## src/rtl/ica_pkg.sv

```systemverilog
`timescale 1ns / 1ps
`default_nettype none
// ----------------------------------------------------------------------------
// ica_pkg
// Shared constants, register indexes and the CORDIC angle table for the
// complementary attitude core.
// ----------------------------------------------------------------------------
package ica_pkg;

  localparam int ICA_CORDIC_STEPS = 16;
  localparam int ICA_ATAN_LEN     = 24;
  localparam int ICA_CW           = 34;
  localparam int ICA_MUL_AW       = 34;
  localparam int ICA_MUL_BW       = 24;
  localparam int ICA_MUL_PW       = ICA_MUL_AW + ICA_MUL_BW;
  localparam int ICA_SQRT_STEPS   = 24;

  localparam logic signed [31:0] ICA_DEG180 = 32'sd11796480;
  localparam logic signed [32:0] ICA_DEG180_W = 33'sd11796480;
  localparam logic signed [32:0] ICA_DEG360_W = 33'sd23592960;
  localparam logic signed [ICA_MUL_BW-1:0] ICA_RAD2DEG = 24'sd3754936;

  localparam logic [2:0] CFG_BLEND_ALPHA = 3'd0;
  localparam logic [2:0] CFG_NORM_MIN_SQ = 3'd1;
  localparam logic [2:0] CFG_NORM_MAX_SQ = 3'd2;
  localparam logic [2:0] CFG_HOME_YAW    = 3'd3;

  localparam logic [16:0] ICA_ALPHA_ONE   = 17'd65536;
  localparam logic [31:0] ICA_MIN_SQ_RST  = 32'd51380224;
  localparam logic [31:0] ICA_MAX_SQ_RST  = 32'd177209344;
  localparam logic [24:0] ICA_HOME_RST    = 25'd5799936;

  function automatic logic signed [31:0] atan_deg(input logic [4:0] idx);
    logic signed [31:0] a;
    case (idx)
      5'd0:  a = 32'sd2949120;
      5'd1:  a = 32'sd1740967;
      5'd2:  a = 32'sd919879;
      5'd3:  a = 32'sd466945;
      5'd4:  a = 32'sd234379;
      5'd5:  a = 32'sd117305;
      5'd6:  a = 32'sd58666;
      5'd7:  a = 32'sd29335;
      5'd8:  a = 32'sd14668;
      5'd9:  a = 32'sd7334;
      5'd10: a = 32'sd3667;
      5'd11: a = 32'sd1833;
      5'd12: a = 32'sd917;
      5'd13: a = 32'sd458;
      5'd14: a = 32'sd229;
      5'd15: a = 32'sd115;
      5'd16: a = 32'sd57;
      5'd17: a = 32'sd29;
      5'd18: a = 32'sd14;
      5'd19: a = 32'sd7;
      5'd20: a = 32'sd4;
      5'd21: a = 32'sd2;
      5'd22: a = 32'sd1;
      default: a = 32'sd0;
    endcase
    return a;
  endfunction

endpackage
`default_nettype wire

```

## src/rtl/ica_cordic.sv

```systemverilog
`timescale 1ns / 1ps
`default_nettype none
// ----------------------------------------------------------------------------
// ica_cordic
// Iterative CORDIC vectoring unit returning atan2(y, x) in degrees Q16.16.
// ----------------------------------------------------------------------------
module ica_cordic import ica_pkg::*; #(
  parameter int CORDIC_STEPS = ICA_CORDIC_STEPS
) (
  input  wire logic                     clk_i,
  input  wire logic                     rst_ni,
  input  wire logic                     start_i,
  input  wire logic signed [ICA_CW-1:0] y_i,
  input  wire logic signed [ICA_CW-1:0] x_i,
  output logic                          done_o,
  output logic signed [31:0]            z_o
);

  localparam int IW = $clog2(CORDIC_STEPS + 1);
  localparam logic signed [ICA_CW-1:0] LIM29 = ICA_CW'(64'sd536870912);
  localparam logic signed [ICA_CW-1:0] LIM21 = ICA_CW'(64'sd2097152);

  typedef enum logic [1:0] {C_IDLE, C_NORM, C_ROT, C_ITER} cstate_e;

  cstate_e                  state_q;
  logic signed [ICA_CW-1:0] x_q, y_q;
  logic signed [31:0]       z_q;
  logic [IW-1:0]            i_q;
  logic                     done_q;

  logic signed [ICA_CW-1:0] xs, ys;
  logic signed [31:0]       ang;
  logic                     small29, small21;

  assign xs      = x_q >>> i_q;
  assign ys      = y_q >>> i_q;
  assign ang     = atan_deg(5'(i_q));
  assign small29 = (x_q < LIM29) && (x_q > -LIM29) && (y_q < LIM29) && (y_q > -LIM29);
  assign small21 = (x_q < LIM21) && (x_q > -LIM21) && (y_q < LIM21) && (y_q > -LIM21);

  always_ff @(posedge clk_i or negedge rst_ni) begin
    if (!rst_ni) begin
      state_q <= C_IDLE;
      x_q     <= '0;
      y_q     <= '0;
      z_q     <= '0;
      i_q     <= '0;
      done_q  <= 1'b0;
    end else begin
      done_q <= 1'b0;
      case (state_q)
        C_IDLE: begin
          if (start_i) begin
            x_q <= x_i;
            y_q <= y_i;
            z_q <= '0;
            i_q <= '0;
            if (x_i == '0 && y_i == '0) begin
              done_q <= 1'b1;
            end else begin
              state_q <= C_NORM;
            end
          end
        end
        C_NORM: begin
          if (small29) begin
            if (small21) begin
              x_q <= x_q <<< 8;
              y_q <= y_q <<< 8;
            end else begin
              x_q <= x_q <<< 1;
              y_q <= y_q <<< 1;
            end
          end else begin
            state_q <= C_ROT;
          end
        end
        C_ROT: begin
          if (x_q < 0) begin
            z_q <= (y_q >= 0) ? ICA_DEG180 : -ICA_DEG180;
            x_q <= -x_q;
            y_q <= -y_q;
          end
          state_q <= C_ITER;
        end
        C_ITER: begin
          if (y_q >= 0) begin
            x_q <= x_q + ys;
            y_q <= y_q - xs;
            z_q <= z_q + ang;
          end else begin
            x_q <= x_q - ys;
            y_q <= y_q + xs;
            z_q <= z_q - ang;
          end
          i_q <= i_q + 1'b1;
          if (i_q == IW'(CORDIC_STEPS - 1)) begin
            state_q <= C_IDLE;
            done_q  <= 1'b1;
          end
        end
        default: state_q <= C_IDLE;
      endcase
    end
  end

  assign done_o = done_q;
  assign z_o    = z_q;

  a_start_idle: assert property (@(posedge clk_i) disable iff (!rst_ni)
    start_i |-> state_q == C_IDLE) else $error("CORDIC started while busy");
  a_x_nonneg: assert property (@(posedge clk_i) disable iff (!rst_ni)
    state_q == C_ITER |-> !x_q[ICA_CW-1]) else $error("CORDIC x went negative");
  a_done_idle: assert property (@(posedge clk_i) disable iff (!rst_ni)
    done_q |-> state_q == C_IDLE) else $error("CORDIC done while busy");

endmodule
`default_nettype wire

```

## src/rtl/imu_complementary_attitude_core.sv

```systemverilog
`timescale 1ns / 1ps
`default_nettype none
// ----------------------------------------------------------------------------
// imu_complementary_attitude_core
// Complementary filter attitude estimator: tilt and heading by a shared
// CORDIC, gyro integration and blending by a shared multiplier.
// ----------------------------------------------------------------------------
// From acceptance the core squares the accel vector and checks its magnitude against the
// window. Outside it, blending follows straight away; inside it, a square root and three
// CORDIC runs (pitch, roll, heading) come first, a zero vector ending its run at once.
// Blending then updates pitch and roll, and the result is registered for output.
// One item at a time: the next item is accepted in the cycle after the result
// is registered, and a stalled result holds the sequence in its final step.
// Reset clears all angle state and loads the register defaults at once.
module imu_complementary_attitude_core import ica_pkg::*; #(
  parameter int CORDIC_STEPS = ICA_CORDIC_STEPS
) (
  input  wire logic               clk_i,
  input  wire logic               rst_ni,
  input  wire logic               in_valid_i,
  output logic                    in_ready_o,
  input  wire logic signed [15:0] gyro_x_i,
  input  wire logic signed [15:0] gyro_y_i,
  input  wire logic signed [15:0] gyro_z_i,
  input  wire logic signed [15:0] accel_x_i,
  input  wire logic signed [15:0] accel_y_i,
  input  wire logic signed [15:0] accel_z_i,
  input  wire logic signed [15:0] mag_x_i,
  input  wire logic signed [15:0] mag_y_i,
  input  wire logic [15:0]        time_step_i,
  output logic                    out_valid_o,
  input  wire logic               out_ready_i,
  output logic signed [31:0]      pitch_out_o,
  output logic signed [31:0]      roll_out_o,
  output logic signed [25:0]      yaw_out_o,
  output logic                    accel_ok_o,
  input  wire logic               cfg_we_i,
  input  wire logic [2:0]         cfg_index_i,
  input  wire logic [31:0]        cfg_wdata_i
);

  typedef enum logic [2:0] {S_IDLE, S_SQ, S_SQRT, S_ATAN, S_BLEND, S_DONE} state_e;

  logic [16:0]        alpha_q;
  logic [31:0]        min_sq_q, max_sq_q;
  logic signed [24:0] home_q;

  always_ff @(posedge clk_i or negedge rst_ni) begin
    if (!rst_ni) begin
      alpha_q  <= '0;
      min_sq_q <= ICA_MIN_SQ_RST;
      max_sq_q <= ICA_MAX_SQ_RST;
      home_q   <= ICA_HOME_RST;
    end else if (cfg_we_i) begin
      case (cfg_index_i)
        CFG_BLEND_ALPHA: alpha_q  <= cfg_wdata_i[16:0];
        CFG_NORM_MIN_SQ: min_sq_q <= cfg_wdata_i;
        CFG_NORM_MAX_SQ: max_sq_q <= cfg_wdata_i;
        CFG_HOME_YAW:    home_q   <= cfg_wdata_i[24:0];
        default: ;
      endcase
    end
  end

  state_e             state_q;
  logic [2:0]         step_q;
  logic [1:0]         phase_q;
  logic               wait_q;
  logic               axis_q;
  logic [4:0]         cnt_q;
  logic               ok_q;
  logic signed [15:0] gx_q, gy_q, ax_q, ay_q, az_q, mx_q, my_q;
  logic [15:0]        dt_q;
  logic [31:0]        yz_q;
  logic [47:0]        rad_q;
  logic [25:0]        rem_q;
  logic [23:0]        root_q;
  logic signed [31:0] tilt_pitch_q, tilt_roll_q, heading_q, pitch_q, roll_q;
  logic signed [ICA_MUL_AW-1:0] sum_q;
  logic signed [ICA_MUL_PW-1:0] acc_q, mul_q;
  logic                out_valid_q, ok_out_q;
  logic signed [31:0]  pitch_out_q, roll_out_q;
  logic signed [25:0]  yaw_out_q;

  logic signed [ICA_MUL_AW-1:0] mul_a;
  logic signed [ICA_MUL_BW-1:0] mul_b;
  logic signed [ICA_MUL_PW-1:0] mul_d;
  logic [16:0]         alpha_eff, one_m;
  logic signed [15:0]  g_sel;
  logic signed [31:0]  prev_sel, tilt_sel;
  logic signed [ICA_MUL_PW-1:0] rnd, acc2, shv;
  logic signed [ICA_MUL_AW-1:0] inc;
  logic signed [31:0]  blend_res;
  logic [31:0]         nsq;
  logic                ok_now;
  logic [27:0]         rem2;
  logic [27:0]         trial;
  logic signed [32:0]  yaw_raw, yaw_w;
  logic                cd_start, cd_done;
  logic signed [ICA_CW-1:0] cd_y, cd_x;
  logic signed [31:0]  cd_z;

  assign alpha_eff = (alpha_q > ICA_ALPHA_ONE) ? ICA_ALPHA_ONE : alpha_q;
  assign one_m     = ICA_ALPHA_ONE - alpha_eff;
  assign g_sel     = axis_q ? gx_q : gy_q;
  assign prev_sel  = axis_q ? roll_q : pitch_q;
  assign tilt_sel  = axis_q ? tilt_roll_q : tilt_pitch_q;

  always_comb begin
    mul_a = '0;
    mul_b = '0;
    if (state_q == S_SQ) begin
      case (step_q)
        3'd0: begin mul_a = ICA_MUL_AW'(ay_q); mul_b = ICA_MUL_BW'(ay_q); end
        3'd1: begin mul_a = ICA_MUL_AW'(az_q); mul_b = ICA_MUL_BW'(az_q); end
        3'd2: begin mul_a = ICA_MUL_AW'(ax_q); mul_b = ICA_MUL_BW'(ax_q); end
        default: ;
      endcase
    end else if (state_q == S_BLEND) begin
      case (step_q)
        3'd0: begin mul_a = ICA_MUL_AW'(g_sel); mul_b = $signed({8'b0, dt_q}); end
        3'd1: begin mul_a = mul_q[ICA_MUL_AW-1:0]; mul_b = ICA_RAD2DEG; end
        3'd3: begin mul_a = sum_q; mul_b = $signed({7'b0, one_m}); end
        3'd4: begin mul_a = ICA_MUL_AW'(tilt_sel); mul_b = $signed({7'b0, alpha_eff}); end
        default: ;
      endcase
    end
  end

  assign mul_d = mul_a * mul_b;

  always_ff @(posedge clk_i) begin
    mul_q <= mul_d;
  end

  assign nsq    = yz_q + mul_q[31:0];
  assign ok_now = (nsq > min_sq_q) && (nsq < max_sq_q);

  assign rnd  = mul_q + ICA_MUL_PW'(64'sd134217728);
  assign inc  = ICA_MUL_AW'(rnd >>> 28);
  assign acc2 = acc_q + mul_q + ICA_MUL_PW'(64'sd32768);
  assign shv  = acc2 >>> 16;

  always_comb begin
    if (shv > ICA_MUL_PW'(64'sd2147483647)) begin
      blend_res = 32'sh7FFFFFFF;
    end else if (shv < ICA_MUL_PW'(-64'sd2147483648)) begin
      blend_res = 32'sh80000000;
    end else begin
      blend_res = shv[31:0];
    end
  end

  assign rem2  = {rem_q, rad_q[47:46]};
  assign trial = {2'b0, root_q, 2'b01};

  always_comb begin
    case (phase_q)
      2'd0: begin
        cd_y = -(ICA_CW'(ax_q) <<< 8);
        cd_x = $signed({10'b0, root_q});
      end
      2'd1: begin
        cd_y = ICA_CW'(ay_q);
        cd_x = ICA_CW'(az_q);
      end
      default: begin
        cd_y = -ICA_CW'(my_q);
        cd_x = ICA_CW'(mx_q);
      end
    endcase
  end

  assign cd_start = (state_q == S_ATAN) && !wait_q;

  ica_cordic #(
    .CORDIC_STEPS(CORDIC_STEPS)
  ) u_cordic (
    .clk_i   (clk_i),
    .rst_ni  (rst_ni),
    .start_i (cd_start),
    .y_i     (cd_y),
    .x_i     (cd_x),
    .done_o  (cd_done),
    .z_o     (cd_z)
  );

  assign yaw_raw = 33'(heading_q) - 33'(home_q);

  always_comb begin
    if (yaw_raw > ICA_DEG180_W) begin
      yaw_w = yaw_raw - ICA_DEG360_W;
    end else if (yaw_raw < -ICA_DEG180_W) begin
      yaw_w = yaw_raw + ICA_DEG360_W;
    end else begin
      yaw_w = yaw_raw;
    end
  end

  always_ff @(posedge clk_i) begin
    if (in_valid_i && in_ready_o) begin
      gx_q <= gyro_x_i;
      gy_q <= gyro_y_i;
      ax_q <= accel_x_i;
      ay_q <= accel_y_i;
      az_q <= accel_z_i;
      mx_q <= mag_x_i;
      my_q <= mag_y_i;
      dt_q <= time_step_i;
    end
  end

  always_ff @(posedge clk_i or negedge rst_ni) begin
    if (!rst_ni) begin
      state_q      <= S_IDLE;
      step_q       <= '0;
      phase_q      <= '0;
      wait_q       <= 1'b0;
      axis_q       <= 1'b0;
      cnt_q        <= '0;
      ok_q         <= 1'b0;
      yz_q         <= '0;
      rad_q        <= '0;
      rem_q        <= '0;
      root_q       <= '0;
      tilt_pitch_q <= '0;
      tilt_roll_q  <= '0;
      heading_q    <= '0;
      pitch_q      <= '0;
      roll_q       <= '0;
      sum_q        <= '0;
      acc_q        <= '0;
      out_valid_q  <= 1'b0;
      ok_out_q     <= 1'b0;
      pitch_out_q  <= '0;
      roll_out_q   <= '0;
      yaw_out_q    <= '0;
    end else begin
      if (out_valid_q && out_ready_i) begin
        out_valid_q <= 1'b0;
      end
      case (state_q)
        S_IDLE: begin
          if (in_valid_i) begin
            state_q <= S_SQ;
            step_q  <= '0;
          end
        end
        S_SQ: begin
          step_q <= step_q + 1'b1;
          case (step_q)
            3'd1: yz_q <= mul_q[31:0];
            3'd2: yz_q <= yz_q + mul_q[31:0];
            3'd3: begin
              ok_q   <= ok_now;
              step_q <= '0;
              axis_q <= 1'b0;
              if (ok_now) begin
                state_q <= S_SQRT;
                rad_q   <= {yz_q, 16'b0};
                rem_q   <= '0;
                root_q  <= '0;
                cnt_q   <= '0;
              end else begin
                state_q <= S_BLEND;
              end
            end
            default: ;
          endcase
        end
        S_SQRT: begin
          rad_q <= rad_q << 2;
          if (rem2 >= trial) begin
            rem_q  <= 26'(rem2 - trial);
            root_q <= {root_q[22:0], 1'b1};
          end else begin
            rem_q  <= rem2[25:0];
            root_q <= {root_q[22:0], 1'b0};
          end
          cnt_q <= cnt_q + 1'b1;
          if (cnt_q == 5'(ICA_SQRT_STEPS - 1)) begin
            state_q <= S_ATAN;
            phase_q <= '0;
            wait_q  <= 1'b0;
          end
        end
        S_ATAN: begin
          if (!wait_q) begin
            wait_q <= 1'b1;
          end else if (cd_done) begin
            wait_q  <= 1'b0;
            phase_q <= phase_q + 1'b1;
            case (phase_q)
              2'd0: tilt_pitch_q <= cd_z;
              2'd1: tilt_roll_q  <= cd_z;
              default: begin
                heading_q <= cd_z;
                state_q   <= S_BLEND;
                step_q    <= '0;
              end
            endcase
          end
        end
        S_BLEND: begin
          step_q <= step_q + 1'b1;
          case (step_q)
            3'd2: sum_q <= ICA_MUL_AW'(prev_sel) + inc;
            3'd4: acc_q <= mul_q;
            3'd5: begin
              step_q <= '0;
              if (axis_q) begin
                roll_q  <= blend_res;
                state_q <= S_DONE;
              end else begin
                pitch_q <= blend_res;
                axis_q  <= 1'b1;
              end
            end
            default: ;
          endcase
        end
        S_DONE: begin
          if (!out_valid_q || out_ready_i) begin
            out_valid_q <= 1'b1;
            pitch_out_q <= pitch_q;
            roll_out_q  <= roll_q;
            yaw_out_q   <= yaw_w[25:0];
            ok_out_q    <= ok_q;
            state_q     <= S_IDLE;
          end
        end
        default: state_q <= S_IDLE;
      endcase
    end
  end

  assign in_ready_o  = (state_q == S_IDLE);
  assign out_valid_o = out_valid_q;
  assign pitch_out_o = pitch_out_q;
  assign roll_out_o  = roll_out_q;
  assign yaw_out_o   = yaw_out_q;
  assign accel_ok_o  = ok_out_q;

  a_accept_starts: assert property (@(posedge clk_i) disable iff (!rst_ni)
    (in_valid_i && in_ready_o) |=> (state_q == S_SQ && step_q == 3'd0))
    else $error("Accepted item did not start the sequence");
  a_cordic_done: assert property (@(posedge clk_i) disable iff (!rst_ni)
    cd_done |-> (state_q == S_ATAN && wait_q))
    else $error("CORDIC result arrived unexpectedly");
  a_out_from_done: assert property (@(posedge clk_i) disable iff (!rst_ni)
    $rose(out_valid_q) |-> $past(state_q == S_DONE))
    else $error("Result shown outside the final step");

endmodule
`default_nettype wire
```

## config.mk

```make
export PLATFORM = sky130hd
export DESIGN_NAME = imu_complementary_attitude_core
export DESIGN_NICKNAME = d
export VERILOG_FILES = /design/src/rtl/ica_pkg.sv /design/src/rtl/ica_cordic.sv /design/src/rtl/imu_complementary_attitude_core.sv
export SDC_FILE = /design/constraint.sdc
export NUM_CORES = 2
export LEC_CHECK = 0
export BUFFER_PORTS_ARGS = -buffer_cell sky130_fd_sc_hd__buf_2
export CAP_MARGIN = 15
export CORE_ASPECT_RATIO = 0.7
export CORE_MARGIN = 4
export CORE_UTILIZATION = 44
export CTS_CLUSTER_DIAMETER = 60
export CTS_CLUSTER_SIZE = 30
export DETAILED_ROUTE_END_ITERATION = 10
export HOLD_SLACK_MARGIN = 0.05
export PLACE_DENSITY_LB_ADDON = 0.3
export SYNTH_ARGS = -nofsm -noshare
export SYNTH_HDL_FRONTEND = slang
export SYNTH_SLANG_ARGS = --single-unit
```

## constraint.sdc

```tcl
create_clock -name clk_i -period 23.6 [get_ports clk_i]
set_clock_uncertainty 0.05 [all_clocks]
set_input_delay 2.36 -clock clk_i [delete_from_list [all_inputs] [get_ports clk_i]]
set_output_delay 2.36 -clock clk_i [all_outputs]
set_load 0.02 [all_outputs]
```

* Yosys cells after proc, flatten, opt, wreduce, memory -nomap -nowiden
Memory sizes are Yosys's and may differ from the RTL's.
Cells that the tools add are included.
** Word-level totals
- RAM bits :: 0
- Output and inout port bits :: 93
- Register bits after elaboration :: 890
- Memory bits (read-only) :: 704
- Word-level logic and storage cells :: 271
- Bits in latches :: 0
- Memories :: 1
- Input port bits :: 184
** Operators by class
- Reduce and logical (&&, ||, !) cells :: 53
- $mul :: 1
- Equal/unequal tests :: 35
- Shift operators :: 2
- Bitwise logic cells :: 2
- Divide/modulo/power cells :: 0
- Muxes and demuxes :: 93
- Add/subtract/negate cells :: 24
- Magnitude comparators :: 18
** Memory list
- (name not given) :: depth 32, bits a word 22, rd ports 1, clocked after Yosys merged registers in 0, wr ports 0, line ica_pkg.sv:35 : case (idx)
** Operators by type and width (number)
- $mux W34 :: 12
- $pmux W34 S4 :: 3
- $mux W32 :: 8
- $pmux W34 S2 :: 2
- $mux W26 :: 5
- $pmux W34 S3 :: 1
- $mux W48 :: 2
- $pmux W32 S3 :: 1
- $pmux W48 S2 :: 1
- $pmux W22 S4 :: 1
- $mux W24 :: 3
- $pmux W24 S3 :: 1
- $add A34 B34 Y34 :: 2
- $gt A34 B22 Y1 const B :: 2
- $gt A34 B30 Y1 const B :: 2
- $logic_not A34 Y1 :: 2
- $lt A34 B23 Y1 const B :: 2
- $lt A34 B31 Y1 const B :: 2
- $neg A34 Y34 :: 2
- $sshr A34 B5 Y34 :: 2
- $sub A34 B34 Y34 :: 2
- $add A32 B32 Y32 :: 2
- $pmux W32 S2 :: 1
- $add A58 B17 Y58 const B :: 1
- 64 further kinds :: 166

* Longest topological paths before layout
- Word-level depth :: 7
- Mapped depth :: 42
- Gate-level depth less buffers :: 39

* Cells and area by module
A second synthesis with hierarchy kept.
** Unflattened totals
- Cells, all modules :: 10291
- Area total of the unflattened synthesis :: 90979.8 µm²
** Modules (own cells, without submodules)
- imu_complementary_attitude_core :: area each 71277.1 µm², cells an instance 7699, sequential area each 19507.5 µm², times used 1
- ica_cordic :: area each 19702.6 µm², cells an instance 2592, sequential area each 2702.6 µm², times used 1

* Worst setup path after synthesis
No wires, ideal clock.
- Path type :: reg-to-reg
- Start :: register alpha_q[2]
- End :: register mul_q[57]
- Required time :: 23.478 ns
- Buffers on the path :: 3
- Setup time :: 0.072 ns
- Path slack :: 13.215 ns
- Data arrival time :: 10.263 ns
- Clock period less this slack :: 10.385 ns
- Stages on the path, launching flop included :: 40
- Path through :: dfrtp_1 or4_1 nor4_1 nand2_1 or4_1 o31ai_1 clkbuf_1 nand2_1 xor2_1 a222oi_1 o21ai_0 a21boi_1 clkbuf_1 nand2_1 fa_1 inv_1 fa_1 inv_1 [4 not listed] fa_1 inv_1 fa_1 inv_1 ha_1 clkbuf_1 a21o_1 a21o_1 a21o_1 a21o_1 a21o_1 a21o_1 a21oi_1 a21boi_0 o32a_1 a211o_1 a21oi_1 xnor2_1
** On the way
- Longest elaborated chain between the ends :: 7
** RTL lines
- start, declared :: line imu_complementary_attitude_core.sv:44 : logic [16:0] alpha_q;
- start signal, assigned :: line imu_complementary_attitude_core.sv:56 : CFG_BLEND_ALPHA: alpha_q <= cfg_wdata_i[16:0];
- $gt A17 B17 Y1 :: line imu_complementary_attitude_core.sv:103 : assign alpha_eff = (alpha_q > ICA_ALPHA_ONE) ? ICA_ALPHA_ONE : alpha_q;
- $mux W17 * :: line imu_complementary_attitude_core.sv:103
- $sub A17 B17 Y17 :: line imu_complementary_attitude_core.sv:104 : assign one_m = ICA_ALPHA_ONE - alpha_eff;
- $pmux W22 S4 * :: line imu_complementary_attitude_core.sv:120 : case (step_q)
- $mux W22 * :: line imu_complementary_attitude_core.sv:119 : end else if (state_q == S_BLEND) begin
- $mux W24 * :: line imu_complementary_attitude_core.sv:112 : if (state_q == S_SQ) begin
- $mul A34 B24 Y58 * :: line imu_complementary_attitude_core.sv:130 : assign mul_d = mul_a * mul_b;
- named net mul_d[57] :: line imu_complementary_attitude_core.sv:87 : logic signed [ICA_MUL_PW-1:0] mul_d;
- end signal, assigned :: line imu_complementary_attitude_core.sv:133 : mul_q <= mul_d;
- end, declared :: line imu_complementary_attitude_core.sv:80 : logic signed [ICA_MUL_PW-1:0] acc_q, mul_q;
Mark *: on every way through the listed nets, which the timed path passes. The rest lies on a longest branch.
A chain may end at the register's enable or synchronous reset.

* Worst setup path after layout
- Start :: register step_q[0]
- End :: register mul_q[57]
** On the way
- Longest elaborated chain between the ends :: 5
- Elaborated cells on any way between the ends :: 14
- Classes of those cells :: mul: 1; eq/ne: 4; mux: 8; reduce/logical: 1
** RTL lines
- start, declared :: line imu_complementary_attitude_core.sv:66 : logic [2:0] step_q;
- start signal, assigned :: line imu_complementary_attitude_core.sv:250 : step_q <= step_q + 1'b1;
- start signal, assigned :: line imu_complementary_attitude_core.sv:305 : step_q <= step_q + 1'b1;
- $eq A3 B3 Y1 (tied with other cells) :: line imu_complementary_attitude_core.sv:120
- $pmux W34 S4 or $pmux W22 S4 (tied branches) :: line imu_complementary_attitude_core.sv:120
- $mux W34 or $mux W22 (tied branches) :: line imu_complementary_attitude_core.sv:119
- $mux W34 or $mux W24 (tied branches) :: line imu_complementary_attitude_core.sv:112
- $mul A34 B24 Y58 * :: line imu_complementary_attitude_core.sv:130
- named net mul_d[57] :: line imu_complementary_attitude_core.sv:87
Marked as above.

==> reports/metrics.cfg <==
[detailed_routing]
wl_per_cell_um=24.0
drc=0
routed_wirelength_mm=308
vias=75700
first_iter_violations=9119
firstDrtPassIters=7
drt.antenna.violating_nets=0
via_per_inst=5.90

[clocking]
htree_levels=3
cts_setup_buffers=0
clockBufferDepth=3
clockRootBuffer=clkbuf_16
cts_resized=0
path_clk_slew_ps=80
cts.sinks=873
worst_skew_pair.late_latency_ps=760
cts_tree=yes
hold_buffers=0
numCtsBuffers=89

[synth]
yosysMostFrequentCell=inv_1
synth_top_area_share=0.188
synth_area_um2=90200
synth_largest_area_cell=dfrtp_1
synthArstFlopShare=0.787
yosys_warnings=0
synth_edf_count=128
synth_common_cells=inv_1 (1336), nand2_1 (1281), fa_1 (828)
yosysUniqueCellTypes=107
yosys_register_bits=873
synth.avg_cell_area_um2=8.99
ys.flop_type=dfrtp_1
synthTopCellsByArea=dfrtp_1 (19%), fa_1 (18%), ha_1 (8.1%), inv_1 (5.6%), nand2_1 (5.3%)
ys_seq_area_frac=0.246
syn_inst=10000

[final_layout]
areaGrowthSynthToFinish_pct=8.26
drive_gt1_frac=0.106
layout.nets=11600

[timing]
final_hold_viol_count=0
fin_setup_tns_ps=0
slew_headroom=0.168
drv_slew=0
finalCriticalPeriod_ps=12350
period_share=0.523
final-setup-viol-count=0
fmax_mhz=81.0
worst_pin_slew_ps=1250
holdWs_ps=424
fin_ws_ps=11250
rsz0062_at_grt=false

[global_route]
grt_usage=0.285
grt-ovfl-total=0
met1_usage=0.442
grtUsageMet3=0.0813
antenna_found_initial=31
first_global_vias=73500
use_met2=0.384
grt_max_degree=169
grt-busiest-layer=met1
grt_pass1_wl_mm=466

[critical_path]
cp-end-kind=flip-flop
arrival_ps=12890
path_class=reg2reg
crit_required_ps=24140
critPathMaxFanout=55
startpoint_type=flip-flop
cp_slowest_cell=fa_1
cpMostUsedCell=inv_1
cp_slowest_stage_delay_ps=1080

[floorplan]
die_h_um=387
fp-row-count=138
coreArea_um2=203000
start_util=0.444
fp.dieArea_um2=212000
io_pins=277
chipWidth_um=549

[run]
drv_cap=0

[run_status]
status=completed

[placement]
io_buffer_count=260
dpl.hpwl_mm=243
globalplace.congestion=0.981
dp_slack_ps=11280

[min_path]
hp-class=reg2reg

registers in the layout, indices dropped and copies added (netlist names), 17 cells and up:
register      cells
tilt_roll_q      32
pitch_q          32
max_sq_q         32
root_q           24
yz_q             32
roll_q           32
alpha_q          17
u_cordic.y_q     34
roll_out_o       32
rad_q            32
pitch_out_o      32
heading_q        32
mul_q            58
home_q           25
u_cordic.x_q     34
acc_q            58
yaw_out_o        26
min_sq_q         32
tilt_pitch_q     32
rem_q            26
u_cordic.z_o     32
sum_q            33
critical path: cells and delay by family, from the launching register on:
family	cells	cell delay, ps
compound gates	6	1500
xor+xnor	1	130
fa+ha+maj	9	5380
buf+inv	12	3160
flops	1	440
simple gates	6	1480
final timing paths:
check	endpoint	cells after the start	from	slack, ps
setup reg to reg	mul_q[57]$_DFF_P_	34	step_q[0]$_DFFE_PN0P_	11250
hold / removal	roll_out_o[11]$_DFFE_PN0P_	2	roll_out_o[11]$_DFFE_PN0P_	420
min in group asynchronous	roll_out_o[3]$_DFFE_PN0P_	1	rst_ni	1610
max in group asynchronous	u_cordic.y_q[33]$_DFFE_PN0P_	3	rst_ni	19670
setup / recovery	mul_q[57]$_DFF_P_	34	step_q[0]$_DFFE_PN0P_	11250
hold reg to reg	roll_out_o[11]$_DFFE_PN0P_	2	roll_out_o[11]$_DFFE_PN0P_	420
metal layers:
layer  part of all wire  wire (um)
met5            0.00011         33
met3               0.12      36500
met4              0.027       8310
met1               0.46     141000
met2               0.40     122000
cells by family after synthesis:
kind of cell / share of synthesized area
adder cells (fa/ha/maj): 0.265
buffers and inverters: 0.0790
other: 0.0000832
XOR/XNOR: 0.0453
AND/OR/NAND/NOR: 0.139
multiplexers: 0.0778
flip-flops: 0.246
AO/OA/AOI/OAI: 0.147
area by class of cell:
type | count | area (um^2)
Multi-Input combinational cell | 7309 | 61100
Tap cell | 2730 | 3420
Timing Repair Buffer | 396 | 2400
Fill cell | 19300 | 105000
Clock inverter | 76 | 1140
Sequential cell | 873 | 22200
Clock buffer | 92 | 2300
Inverter | 1339 | 5030
Antenna cell | 11 | 27.5
stage by stage:
stage	cell area, um^2	cells	utilization
finish	97700	12800	0.481
global route	97600	12800	0.481
CTS	97600	12800	0.480
detailed placement	94100	12600	0.464
global placement	94100	12600	0.464
floorplan	90300	10100	-
cell usage in the layout (no fill, tap or decap), drive strengths merged, types with 58 or more instances in the layout:
cell type / instances
o211ai: 76
nor2: 700
edfxtp: 128
o21a: 81
and3: 69
xnor2: 285
nand2: 1281
o31ai: 67
buf: 396
nand2b: 85
nand3: 155
nor3: 103
a21oi: 446
mux2: 299
nor2b: 77
mux4: 83
inv: 1384
dfrtp: 676
dfxtp: 58
o21ai: 576
a22o: 82
a22oi: 65
xor2: 182
a21o: 208
fa: 828
and2: 61
mux2i: 172
clkbuf: 92
nand4: 77
ha: 584
Power is not shown: default switching activity piles up to over one toggle a cycle in this logic, so the estimate is an artifact.
